===== src/hw/rtl/hte_pkg.sv =====
`timescale 1ns / 1ps
// ----------------------------------------------------------------------------
// hte_pkg: shared types and constants for the HTML text escaper
// Holds the command word passed from classifier to expander, the character
// codes the classifier looks for and the entity spelling tables.
// ----------------------------------------------------------------------------
package hte_pkg;

    localparam int CHAR_WIDTH = 16;
    localparam int QDEPTH     = 4;
    localparam int QPTR_W     = $clog2(QDEPTH);
    localparam int QCNT_W     = $clog2(QDEPTH + 1);
    localparam int POS_W      = 3;   // position inside the longest entity (6 chars)
    localparam int UNITS_W    = 2;   // remaining space units minus one (tab gives 4)

    typedef logic [CHAR_WIDTH-1:0] char_t;

    localparam char_t CH_LT    = CHAR_WIDTH'(8'h3C);
    localparam char_t CH_GT    = CHAR_WIDTH'(8'h3E);
    localparam char_t CH_AMP   = CHAR_WIDTH'(8'h26);
    localparam char_t CH_LF    = CHAR_WIDTH'(8'h0A);
    localparam char_t CH_TAB   = CHAR_WIDTH'(8'h09);
    localparam char_t CH_SPACE = CHAR_WIDTH'(8'h20);

    localparam logic [UNITS_W-1:0] UNITS_ONE = UNITS_W'(0);
    localparam logic [UNITS_W-1:0] UNITS_TAB = UNITS_W'(3);

    // What the expander has to produce for one source character
    typedef enum logic [2:0] {
        K_PLAIN,
        K_LT,
        K_GT,
        K_AMP,
        K_BR,
        K_SPACE
    } kind_t;

    typedef struct packed {
        kind_t                kind;
        char_t                ch;
        logic [UNITS_W-1:0]   units;    // space units still to come after the first
        logic                 nb;       // first space unit is a non-breaking entity
    } cmd_t;

    // Position of the final character of each spelling
    function automatic logic [POS_W-1:0] last_pos(input kind_t kind);
        logic [POS_W-1:0] r;
        unique case (kind)
            K_LT:    r = POS_W'(3);
            K_GT:    r = POS_W'(3);
            K_AMP:   r = POS_W'(4);
            K_BR:    r = POS_W'(5);
            K_SPACE: r = POS_W'(5);
            default: r = POS_W'(0);
        endcase
        return r;
    endfunction

    // Character of a spelling at a given position; space kind spells the nbsp entity
    function automatic logic [7:0] glyph(input kind_t kind, input logic [POS_W-1:0] pos);
        logic [7:0] r;
        r = 8'h26;
        unique case (kind)
            K_LT:
                unique case (pos)
                    3'd0:    r = 8'h26;  // &
                    3'd1:    r = 8'h6C;  // l
                    3'd2:    r = 8'h74;  // t
                    default: r = 8'h3B;  // ;
                endcase
            K_GT:
                unique case (pos)
                    3'd0:    r = 8'h26;
                    3'd1:    r = 8'h67;  // g
                    3'd2:    r = 8'h74;
                    default: r = 8'h3B;
                endcase
            K_AMP:
                unique case (pos)
                    3'd0:    r = 8'h26;
                    3'd1:    r = 8'h61;  // a
                    3'd2:    r = 8'h6D;  // m
                    3'd3:    r = 8'h70;  // p
                    default: r = 8'h3B;
                endcase
            K_BR:
                unique case (pos)
                    3'd0:    r = 8'h3C;  // <
                    3'd1:    r = 8'h62;  // b
                    3'd2:    r = 8'h72;  // r
                    3'd3:    r = 8'h20;  // space
                    3'd4:    r = 8'h2F;  // /
                    default: r = 8'h3E;  // >
                endcase
            K_SPACE:
                unique case (pos)
                    3'd0:    r = 8'h26;
                    3'd1:    r = 8'h6E;  // n
                    3'd2:    r = 8'h62;  // b
                    3'd3:    r = 8'h73;  // s
                    3'd4:    r = 8'h70;  // p
                    default: r = 8'h3B;
                endcase
            default: r = 8'h26;
        endcase
        return r;
    endfunction

endpackage


===== src/hw/rtl/hte_front.sv =====
`timescale 1ns / 1ps
// ----------------------------------------------------------------------------
// hte_front: input classifier
// Accepts source words, decides how each one is spelt and tracks whether
// the last output character breaks spacing, then pushes a command word.
// ----------------------------------------------------------------------------
module hte_front (
    input  logic           clk,
    input  logic           rst_n,
    input  logic           cfg_wr_en,
    input  logic           cfg_wr_data,
    input  logic           s_tvalid,
    output logic           s_tready,
    input  hte_pkg::char_t s_tdata,   // [15:0] text_char
    input  logic           s_tuser,   // [0] text_start
    output logic           push,
    output hte_pkg::cmd_t  push_cmd,
    input  logic           q_full
);
    import hte_pkg::*;

    logic escape_whitespace_reg;
    logic prev_breaks_reg;
    logic prev_breaks_next;
    logic prev_in;

    assign s_tready = !q_full;
    assign push     = s_tvalid && s_tready;
    assign prev_in  = s_tuser || prev_breaks_reg;

    // Classify the word and work out the spacing flag it leaves behind
    always_comb
    begin
        push_cmd.kind  = K_PLAIN;
        push_cmd.ch    = s_tdata;
        push_cmd.units = UNITS_ONE;
        push_cmd.nb    = prev_in;
        prev_breaks_next = (s_tdata == CH_SPACE);
        priority if (s_tdata == CH_LT)
        begin
            push_cmd.kind    = K_LT;
            prev_breaks_next = 1'b0;
        end
        else if (s_tdata == CH_GT)
        begin
            push_cmd.kind    = K_GT;
            prev_breaks_next = 1'b0;
        end
        else if (s_tdata == CH_AMP)
        begin
            push_cmd.kind    = K_AMP;
            prev_breaks_next = 1'b0;
        end
        else if (escape_whitespace_reg && s_tdata == CH_LF)
        begin
            push_cmd.kind    = K_BR;
            prev_breaks_next = 1'b1;
        end
        else if (escape_whitespace_reg && s_tdata == CH_TAB)
        begin
            // four alternating units leave the flag as it was
            push_cmd.kind    = K_SPACE;
            push_cmd.units   = UNITS_TAB;
            prev_breaks_next = prev_in;
        end
        else if (escape_whitespace_reg && s_tdata == CH_SPACE)
        begin
            push_cmd.kind    = K_SPACE;
            prev_breaks_next = !prev_in;
        end
        else
        begin
            push_cmd.kind = K_PLAIN;
        end
    end

    // Hold configuration and spacing flag
    always_ff @(posedge clk or negedge rst_n)
    begin
        if (!rst_n)
        begin
            escape_whitespace_reg <= 1'b1;
            prev_breaks_reg       <= 1'b1;
        end
        else
        begin
            if (cfg_wr_en)
            begin
                escape_whitespace_reg <= cfg_wr_data;
            end
            if (push)
            begin
                prev_breaks_reg <= prev_breaks_next;
            end
        end
    end

endmodule


===== src/hw/rtl/hte_queue.sv =====
`timescale 1ns / 1ps
// ----------------------------------------------------------------------------
// hte_queue: command queue
// Short first-in first-out store of command words between classifier
// and expander.
// ----------------------------------------------------------------------------
module hte_queue (
    input  logic          clk,
    input  logic          rst_n,
    input  logic          push,
    input  hte_pkg::cmd_t push_cmd,
    output logic          full,
    input  logic          pop,
    output hte_pkg::cmd_t head,
    output logic          empty
);
    import hte_pkg::*;

    cmd_t              mem_reg [QDEPTH];
    logic [QPTR_W-1:0] wr_ptr_reg;
    logic [QPTR_W-1:0] rd_ptr_reg;
    logic [QCNT_W-1:0] count_reg;
    logic [QCNT_W-1:0] count_next;

    assign full  = (count_reg == QCNT_W'(QDEPTH));
    assign empty = (count_reg == '0);
    assign head  = mem_reg[rd_ptr_reg];

    always_comb
    begin
        count_next = count_reg;
        if (push && !pop)
        begin
            count_next = count_reg + QCNT_W'(1);
        end
        else if (pop && !push)
        begin
            count_next = count_reg - QCNT_W'(1);
        end
    end

    // Store pushed words
    always_ff @(posedge clk)
    begin
        if (push)
        begin
            mem_reg[wr_ptr_reg] <= push_cmd;
        end
    end

    // Advance pointers and fill count
    always_ff @(posedge clk or negedge rst_n)
    begin
        if (!rst_n)
        begin
            wr_ptr_reg <= '0;
            rd_ptr_reg <= '0;
            count_reg  <= '0;
        end
        else
        begin
            if (push)
            begin
                wr_ptr_reg <= wr_ptr_reg + QPTR_W'(1);
            end
            if (pop)
            begin
                rd_ptr_reg <= rd_ptr_reg + QPTR_W'(1);
            end
            count_reg <= count_next;
        end
    end

endmodule


===== src/hw/rtl/hte_back.sv =====
`timescale 1ns / 1ps
// ----------------------------------------------------------------------------
// hte_back: expander
// Spells the command at the queue head into an output register, one character
// per cycle unless the receiver stalls, and pops it after its final character.
// ----------------------------------------------------------------------------
module hte_back (
    input  logic           clk,
    input  logic           rst_n,
    input  hte_pkg::cmd_t  head,
    input  logic           empty,
    output logic           pop,
    output logic           m_tvalid,
    input  logic           m_tready,
    output hte_pkg::char_t m_tdata,   // [15:0] out_char
    output logic           m_tlast    // last_of_run
);
    import hte_pkg::*;

    logic               busy_reg, busy_next;
    logic [POS_W-1:0]   pos_reg, pos_next;
    logic [UNITS_W-1:0] units_reg, units_next;
    logic               nb_reg, nb_next;
    logic               out_valid_reg;
    char_t              out_char_reg;
    logic               out_last_reg;

    logic               adv;
    logic               fire;
    logic [POS_W-1:0]   eff_pos;
    logic [UNITS_W-1:0] eff_units;
    logic               eff_nb;
    char_t              cur_char;
    logic               unit_end;
    logic               done;

    assign adv       = !out_valid_reg || m_tready;
    assign fire      = adv && !empty;
    assign pop       = fire && done;
    assign eff_pos   = busy_reg ? pos_reg : '0;
    assign eff_units = busy_reg ? units_reg : head.units;
    assign eff_nb    = busy_reg ? nb_reg : head.nb;

    assign m_tvalid = out_valid_reg;
    assign m_tdata  = out_char_reg;
    assign m_tlast  = out_last_reg;

    // Pick the current character and decide where the spelling ends
    always_comb
    begin
        cur_char = head.ch;
        unit_end = 1'b1;
        done     = 1'b1;
        unique case (head.kind)
            K_PLAIN:
            begin
                cur_char = head.ch;
                done     = 1'b1;
            end
            K_SPACE:
            begin
                if (eff_nb)
                begin
                    cur_char = CHAR_WIDTH'(glyph(K_SPACE, eff_pos));
                    unit_end = (eff_pos == last_pos(K_SPACE));
                end
                else
                begin
                    cur_char = CH_SPACE;
                    unit_end = 1'b1;
                end
                done = unit_end && (eff_units == '0);
            end
            default:
            begin
                cur_char = CHAR_WIDTH'(glyph(head.kind, eff_pos));
                done     = (eff_pos == last_pos(head.kind));
            end
        endcase
    end

    // Advance the position within the command
    always_comb
    begin
        busy_next  = busy_reg;
        pos_next   = pos_reg;
        units_next = units_reg;
        nb_next    = nb_reg;
        if (fire)
        begin
            priority if (done)
            begin
                busy_next = 1'b0;
                pos_next  = '0;
            end
            else if (head.kind == K_SPACE && unit_end)
            begin
                busy_next  = 1'b1;
                pos_next   = '0;
                units_next = eff_units - UNITS_W'(1);
                nb_next    = !eff_nb;
            end
            else
            begin
                busy_next  = 1'b1;
                pos_next   = eff_pos + POS_W'(1);
                units_next = eff_units;
                nb_next    = eff_nb;
            end
        end
    end

    // Hold sequencer state
    always_ff @(posedge clk or negedge rst_n)
    begin
        if (!rst_n)
        begin
            busy_reg  <= 1'b0;
            pos_reg   <= '0;
            units_reg <= '0;
            nb_reg    <= 1'b0;
        end
        else
        begin
            busy_reg  <= busy_next;
            pos_reg   <= pos_next;
            units_reg <= units_next;
            nb_reg    <= nb_next;
        end
    end

    // Output register: load when empty or being taken
    always_ff @(posedge clk or negedge rst_n)
    begin
        if (!rst_n)
        begin
            out_valid_reg <= 1'b0;
        end
        else if (adv)
        begin
            out_valid_reg <= !empty;
        end
    end

    always_ff @(posedge clk)
    begin
        if (fire)
        begin
            out_char_reg <= cur_char;
            out_last_reg <= done;
        end
    end

endmodule


===== src/hw/rtl/html_text_escape_stream.sv =====
`timescale 1ns / 1ps
// ----------------------------------------------------------------------------
// html_text_escape_stream: streaming HTML text escaper
// Turns source characters into their HTML spelling, one character per
// output word, with tlast on the final word of each source character.
//
//   Channel  Dir  tdata              tuser        tlast
//   s_*      in   [15:0] text_char   [0] text_start  -
//   m_*      out  [15:0] out_char    -            last_of_run
//   cfg_*    in   [0] escape_whitespace (write only, reset 1)
//
// Plain characters pass at one word per cycle while the expander is free and
// the receiver keeps up. A source character that expands to more than one
// output word holds the expander until its last word; the four-entry command
// queue keeps taking input meanwhile. An accepted word is written into the
// command queue, then spelt from there into the output register.
// Reset clears the queue and output register and sets the spacing flag.
// Either side may stall independently; the output register keeps its word.
// ----------------------------------------------------------------------------
module html_text_escape_stream (
    input  logic           clk,
    input  logic           rst_n,
    input  logic           cfg_wr_en,
    input  logic           cfg_wr_data,  // [0] escape_whitespace
    input  logic           s_tvalid,
    output logic           s_tready,
    input  hte_pkg::char_t s_tdata,      // [15:0] text_char
    input  logic           s_tuser,      // [0] text_start
    output logic           m_tvalid,
    input  logic           m_tready,
    output hte_pkg::char_t m_tdata,      // [15:0] out_char
    output logic           m_tlast       // last_of_run
);
    import hte_pkg::*;

    logic push;
    cmd_t push_cmd;
    logic q_full;
    logic pop;
    cmd_t head;
    logic q_empty;

    hte_front u_front (
        .clk         (clk),
        .rst_n       (rst_n),
        .cfg_wr_en   (cfg_wr_en),
        .cfg_wr_data (cfg_wr_data),
        .s_tvalid    (s_tvalid),
        .s_tready    (s_tready),
        .s_tdata     (s_tdata),
        .s_tuser     (s_tuser),
        .push        (push),
        .push_cmd    (push_cmd),
        .q_full      (q_full)
    );

    hte_queue u_queue (
        .clk      (clk),
        .rst_n    (rst_n),
        .push     (push),
        .push_cmd (push_cmd),
        .full     (q_full),
        .pop      (pop),
        .head     (head),
        .empty    (q_empty)
    );

    hte_back u_back (
        .clk      (clk),
        .rst_n    (rst_n),
        .head     (head),
        .empty    (q_empty),
        .pop      (pop),
        .m_tvalid (m_tvalid),
        .m_tready (m_tready),
        .m_tdata  (m_tdata),
        .m_tlast  (m_tlast)
    );

endmodule


===== config.mk =====
export PLATFORM = sky130hd
export DESIGN_NAME = html_text_escape_stream
export DESIGN_NICKNAME = d
export VERILOG_FILES = /design/src/hw/rtl/hte_pkg.sv /design/src/hw/rtl/hte_front.sv /design/src/hw/rtl/hte_queue.sv /design/src/hw/rtl/hte_back.sv /design/src/hw/rtl/html_text_escape_stream.sv
export SDC_FILE = /design/constraint.sdc
export NUM_CORES = 1
export LEC_CHECK = 0
export BUFFER_PORTS_ARGS = -buffer_cell sky130_fd_sc_hd__clkbuf_2
export CORE_ASPECT_RATIO = 0.6
export CORE_MARGIN = 2
export CORE_UTILIZATION = 55
export DETAILED_ROUTE_END_ITERATION = 7
export GPL_ROUTABILITY_DRIVEN = 0
export HOLD_SLACK_MARGIN = 0.02
export MAX_ROUTING_LAYER = met4
export PLACE_DENSITY = 0.78
export SETUP_SLACK_MARGIN = 0.15
export SYNTH_ARGS = -nofsm -noshare
export SYNTH_HDL_FRONTEND = slang
export SYNTH_HIERARCHICAL = 1
export SYNTH_SLANG_ARGS = --single-unit

===== constraint.sdc =====
create_clock -name clk -period 3.2 [get_ports clk]
set_clock_uncertainty 0.05 [all_clocks]
set_input_delay 0.16 -clock clk [delete_from_list [all_inputs] [get_ports clk]]
set_output_delay 0.16 -clock clk [all_outputs]
set_load 0.02 [all_outputs]

# [Yosys cells after proc, flatten, opt, wreduce, memory -nomap -nowiden]
# Memory sizes are Yosys's and may differ from the RTL's.
# Cells that the tools add are included.
[op_classes] addsub=6 eq_ne=18 mux=43 bitwise=1 reduce_logical=27
[ops] operator="$pmux 7 s5" n=2
[ops] operator="$eq 16x6->1 const B" n=4
[ops] operator="$pmux 7 s3" n=2
[ops] operator="$mux 3" n=12
[ops] operator="$eq 16x4->1 const B" n=2
[ops] operator="$pmux 16 s2" n=1
[ops] operator="$pmux 8 s4" n=1
[ops] operator="$pmux 7 s4" n=1
[ops] operator="$eq 3x3->1 const B" n=5
[ops] operator="$mux 1" n=14
[ops] operator="$mux 2" n=7
[ops] operator="$eq 3x2->1 const B" n=4
[ops] operator="$logic_and 1x1->1" n=10
[ops] operator="$logic_not 3->1" n=3
[ops] operator="$pmux 3 s3" n=1
[ops] operator="$logic_not 1->1" n=7
[ops] operator="$mux 7" n=1
[ops] operator="$add 3x1->3 const B" n=2
[ops] operator="$eq 3x1->1 const B" n=2
[ops] operator="$add 2x1->2 const B" n=2
[ops] operator="$reduce_or 2->1" n=2
[ops] operator="$eq 3x3->1" n=1
[ops] operator="$sub 3x1->3 const B" n=1
[ops] operator="$logic_not 2->1" n=1
[ops] operator="6 further kinds" n=7
[word_totals] reg_bits=34 ram_bits=88 out_inout_bits=19 memories=1
[memory_table] memory="u_queue.mem_reg" words=4 word_bits=22 read_ports=1 rd_clocked_by_memory_dff=0 wr=1 line_no="hte_queue.sv:19" source="cmd_t mem_reg [QDEPTH];"

# [Logic depth before layout (Yosys ltp)]
# An unclocked memory read counts as a cell.
[logic_depth] ltp_word=11 depth_mapped=16 mapped_depth_nobuf=13

# [Hierarchy]
# Netlist, hierarchy kept.
[modules_own_cells] module="hte_queue" instances=1 cells_per_inst=149 area_each_um2=3604.7 seq_area_each_um2=2817.7
[modules_own_cells] module="hte_back" instances=1 cells_per_inst=205 area_each_um2=1886.8 seq_area_each_um2=710.7
[modules_own_cells] module="hte_front" instances=1 cells_per_inst=64 area_each_um2=441.7 seq_area_each_um2=52.6

# [Worst setup path after synthesis]
# OpenSTA, ideal clock, no wires.
[synth_timing] kind="reg2reg" startpoint="register u_queue.rd_ptr_reg[0]" endpoint="register u_queue.count_reg[1]" setup_time_ns=0.125 t_arrival_ns=3.211 required_time_ns=3.025 slack_ns=-0.186 path_stages_with_launch=14 n_path_buf=2 period_less_slack_ns=3.386 path_cell_list="dfrtp_1 buf_6 buf_12 mux4_2 and2b_4 nand2_1 nor3b_4 nand2_2 a31oi_1 inv_1 ha_1 inv_1 fa_1 mux2_2"
[synth_lines] element="from (decl)" line_no="hte_queue.sv:21" source="logic [QPTR_W-1:0] rd_ptr_reg;"
[synth_lines] element="from (signal assigned)" line_no="hte_queue.sv:68" source="rd_ptr_reg <= rd_ptr_reg + QPTR_W'(1);"
[synth_lines] element="to (signal assigned)" line_no="hte_queue.sv:70" source="count_reg <= count_next;"
[synth_lines] element="to (decl)" line_no="hte_queue.sv:22" source="logic [QCNT_W-1:0] count_reg;"

==> impl_metrics.toml <==
[outcome]
status = "finished with violations"
violations = "negative setup slack"

[synthesis]
netlist_area_mm2 = 0.005933
synth_top_area_cell = "edfxtp_1"
synth-main-ff-cell = "edfxtp_1"
synthArstFlopShare_pct = 13.93
synthTopCellsByCount = "edfxtp_1, nand2_1, nor2_1"
synthAdderAreaFrac_pct = 2.657
yosysTopAreaCellShare_pct = 53.14
synth_compound_area_share_pct = 8.920
avgSynthCellArea_um2 = 14.19
synth_warnings = 6
synth_xor_area_share_pct = 1.181
synth_edf_count = 105
synth_mux_area_share_pct = 10.25
yosysSeqAreaShare_pct = 60.35
syn_inst = 418
synth_top_family_by_area = "simple AND/OR/NAND/NOR gates"
synth_area_leaders = "edfxtp_1, mux4_2, dfrtp_1, buf_4, ha_1"
syn_nets = 453
synthSimpleGateAreaFrac_pct = 10.69
synth_seq_cells = 122
synth_cell_types = 70
yosysMostFrequentCell = "edfxtp_1"

[power_and_ir_drop]
p_clk_share_pct = 24.9
finalPower_w = 0.007549
combPwrFrac_pct = 43.1
pwr-share-seq_pct = 32.0
p_leak_nw = 2.762
p_int_w = 0.004905
swShare_pct = 35.03
power.switching_w = 0.002645
ir_drop_v = 0.0006276
power_density_mw_per_mm2 = 1049

[timing]
relSlewSlack_pct = 49.74
finalSetupViolCount = 1
fmax_mhz = 312.2
tightest_slew_ns = 0.7482
slew_viol_final = 0
rsz0062_at_grt = "yes"
min_period_ns = 3.203
hold_viol_final = 0
setup_slack_ns = -0.002808
fin_crit_sh_pct = 100.1

[critical_path]
cp.depth = 13
arrival_ns = 3.45
critPathBufInv = 4
reg2reg_depth = 13
critPathRequiredTime_ns = 3.45
setup.worst_path.class = "reg -> reg"
path_cells = "buf_4 -> mux4_2 -> buf_6 -> nor2_2 -> o21ai_1 -> a31oi_4 -> o21ai_4 -> a31oi_4 -> inv_2 -> ha_4 -> inv_2 -> fa_2 -> mux2_4"
r2r_slack_ns = -0.003
cp_slowest_cell = "mux4_2"
worst_setup_path_start_kind = "register"
max_stage_delay_ns = 0.51
r2r_start = "u_queue/rd_ptr_reg[0]$_DFFE_PN0P_"
crit_start = "u_queue/rd_ptr_reg[0]$_DFFE_PN0P_"
critPathMaxFanout = 6
reg2reg_to = "u_queue/count_reg[1]$_DFFE_PN0P_"
cp_top_family = "multiplexers"
crit_path_end_kind = "register"

[global_route]
grt_pass1_wl_um = 19940
grt_overflow = 0
grt_usage_pct = 23.49
grt_max_degree = 23
antenna_found_initial = 0
grt_pass1_vias = 3767

[placed_design]
dpl_cell_area_mm2 = 0.006324
place_hpwl_um = 8022
port_buffers = 41

[worst_hold_path]
min_path_cells = 1
hp-start = "s_tdata[0]"
hold_path_class = "in -> reg"
whs_endpoint = "u_queue/mem_reg[3][3]$_DFFE_PP_"

[floorplanning]
core_mm2 = 0.01052
fp.dieArea_mm2 = 0.01166
die_w_um = 138.1
die_h_um = 84.45
start_util_pct = 56.39
fp-row-count = 29
io-pin-count = 42

[final_layout]
drive_gt1_share_pct = 33.07
antenna_cells = 0
final_core_util_pct = 68.39
fin_area_mm2 = 0.007197
nNetsFinal = 534
area_growth_syn_to_layout_pct = 21.30
largest_reg_flops = 88
fillers = 702

[routing]
drc = 0
vias = 3807
post_drt_wl_per_cell_um = 19.57
drt-total-wl_um = 12720
antenna_left = 0
drt_iter0_markers = 417
drt_first_pass_iters = 5
via_per_inst = 5.857

[clocking]
cts_buffer_depth = 2
clk_pin_slew_ns = 0.05
htree_levels = 4
cts_tree = "done"
cts_root_buf = "clkbuf_16"
clk_latency_ns = 0.42
cts_buffers = 17
cts_sinks = 122

[job]
drv_cap = 0
-- layer usage --
| metal | track usage, % | vias to the layer above | wire length [um] |
|---|---|---|---|
| met2 | 34.79 | 191 | 5931 |
| met3 | 7.188 | 24 | 1060 |
| met5 | - | - | 0 |
| met4 | 7.514 | 0 | 188 |
| met1 | 31.51 | 1870 | 5540 |
| li1 | - | 1722 | - |
-- worst reg2reg max path, cell delays in order (launching register included) --
cell     delay (ns)
dfrtp_2        0.40
buf_4          0.13
mux4_2         0.51
buf_6          0.16
nor2_2         0.14
o21ai_1        0.13
a31oi_4        0.28
o21ai_4        0.11
a31oi_4        0.20
inv_2          0.07
ha_4           0.16
inv_2          0.05
fa_2           0.42
mux2_4         0.28
-- through the flow --
stage / worst slack, ns / setup TNS [ns] / hold WS (ns) / instances
floorplan: -0.07565 / -0.1405 / -0.1856 / 418
global placement: 0.06244 / 0 / 0.07767 / 594
detailed placement: -0.08519 / -0.1271 / 0.07953 / 594
CTS: 0.01499 / 0 / 0.05899 / 647
global route: -0.09399 / -0.1856 / 0.08599 / 650
finish: -0.002808 / -0.002808 / 0.08857 / 650
-- cell type report --
class	count	area (um2)	share of cell area, %
clock buffers	18	429.2	5.963
inverters	17	63.81	0.8866
flip-flops and latches	122	3582	49.77
clock inverters	13	152.6	2.121
repair buffers	103	733.2	10.19
well taps	139	173.9	2.417
multi-input cells	238	2062	28.65
-- cell families after synthesis --
group	count (synthesis)
flip-flops	122
buffers and inverters	58
AO/OA/AOI/OAI	70
AND/OR/NAND/NOR	117
multiplexers	31
XOR/XNOR	8
adder cells (fa/ha/maj)	12
-- worst max path at each step --
stage | endpoint | slack, ns
detailed placement | u_queue/count_reg[2]$_DFFE_PN0P_ | -0.09
floorplan | u_queue/count_reg[2]$_DFFE_PN0P_ | -0.08
finish | u_queue/count_reg[1]$_DFFE_PN0P_ | -0.003
global route | u_queue/count_reg[2]$_DFFE_PN0P_ | -0.09
CTS | u_queue/count_reg[2]$_DFFE_PN0P_ | 0.01
global placement | u_queue/count_reg[1]$_DFFE_PN0P_ | 0.06
-- power groups by stage --
stage / logic [W] / registers [W] / clock network (W)
after floorplan: 0.00204 / 0.00252 / 0
after global placement: 0.00289 / 0.00242 / 0
after detailed placement: 0.00296 / 0.00244 / 0
after CTS: 0.00304 / 0.00242 / 0.00190
after global routing: 0.00352 / 0.00245 / 0.00198
final: 0.00325 / 0.00241 / 0.00188
-- placed cells by master (no fill, tap or decap), drive strengths merged, types with 3 or more instances in the layout --
cell	netlist	final
buf	32	43
a21oi	16	16
dlygate4sd3	0	19
mux2i	3	3
xor2	5	5
clkbuf	9	59
inv	17	18
o21ai	19	19
edfxtp	105	105
nor2b	4	4
o211ai	3	3
dfrtp	15	15
nor3b	3	3
ha	11	11
mux2	6	6
a31oi	4	4
nand3	4	4
nor2	25	25
and2b	3	3
and2	17	17
xnor2	3	3
a222oi	3	3
bufinv	0	3
mux4	22	22
nand2	32	32
nand2b	8	8
o41ai	4	4
clkinv	0	8
nor3	9	9
-- timing repair --
action                                  CTS  global route
endpoints found under the setup margin    2             2
setup buffers                             3             3
hold endpoints to repair                 76             0
gates resized for setup                   2            15
hold buffers                             19             0
pin swaps                                 7             7
Note: power is estimated with default switching activity, not from simulation.
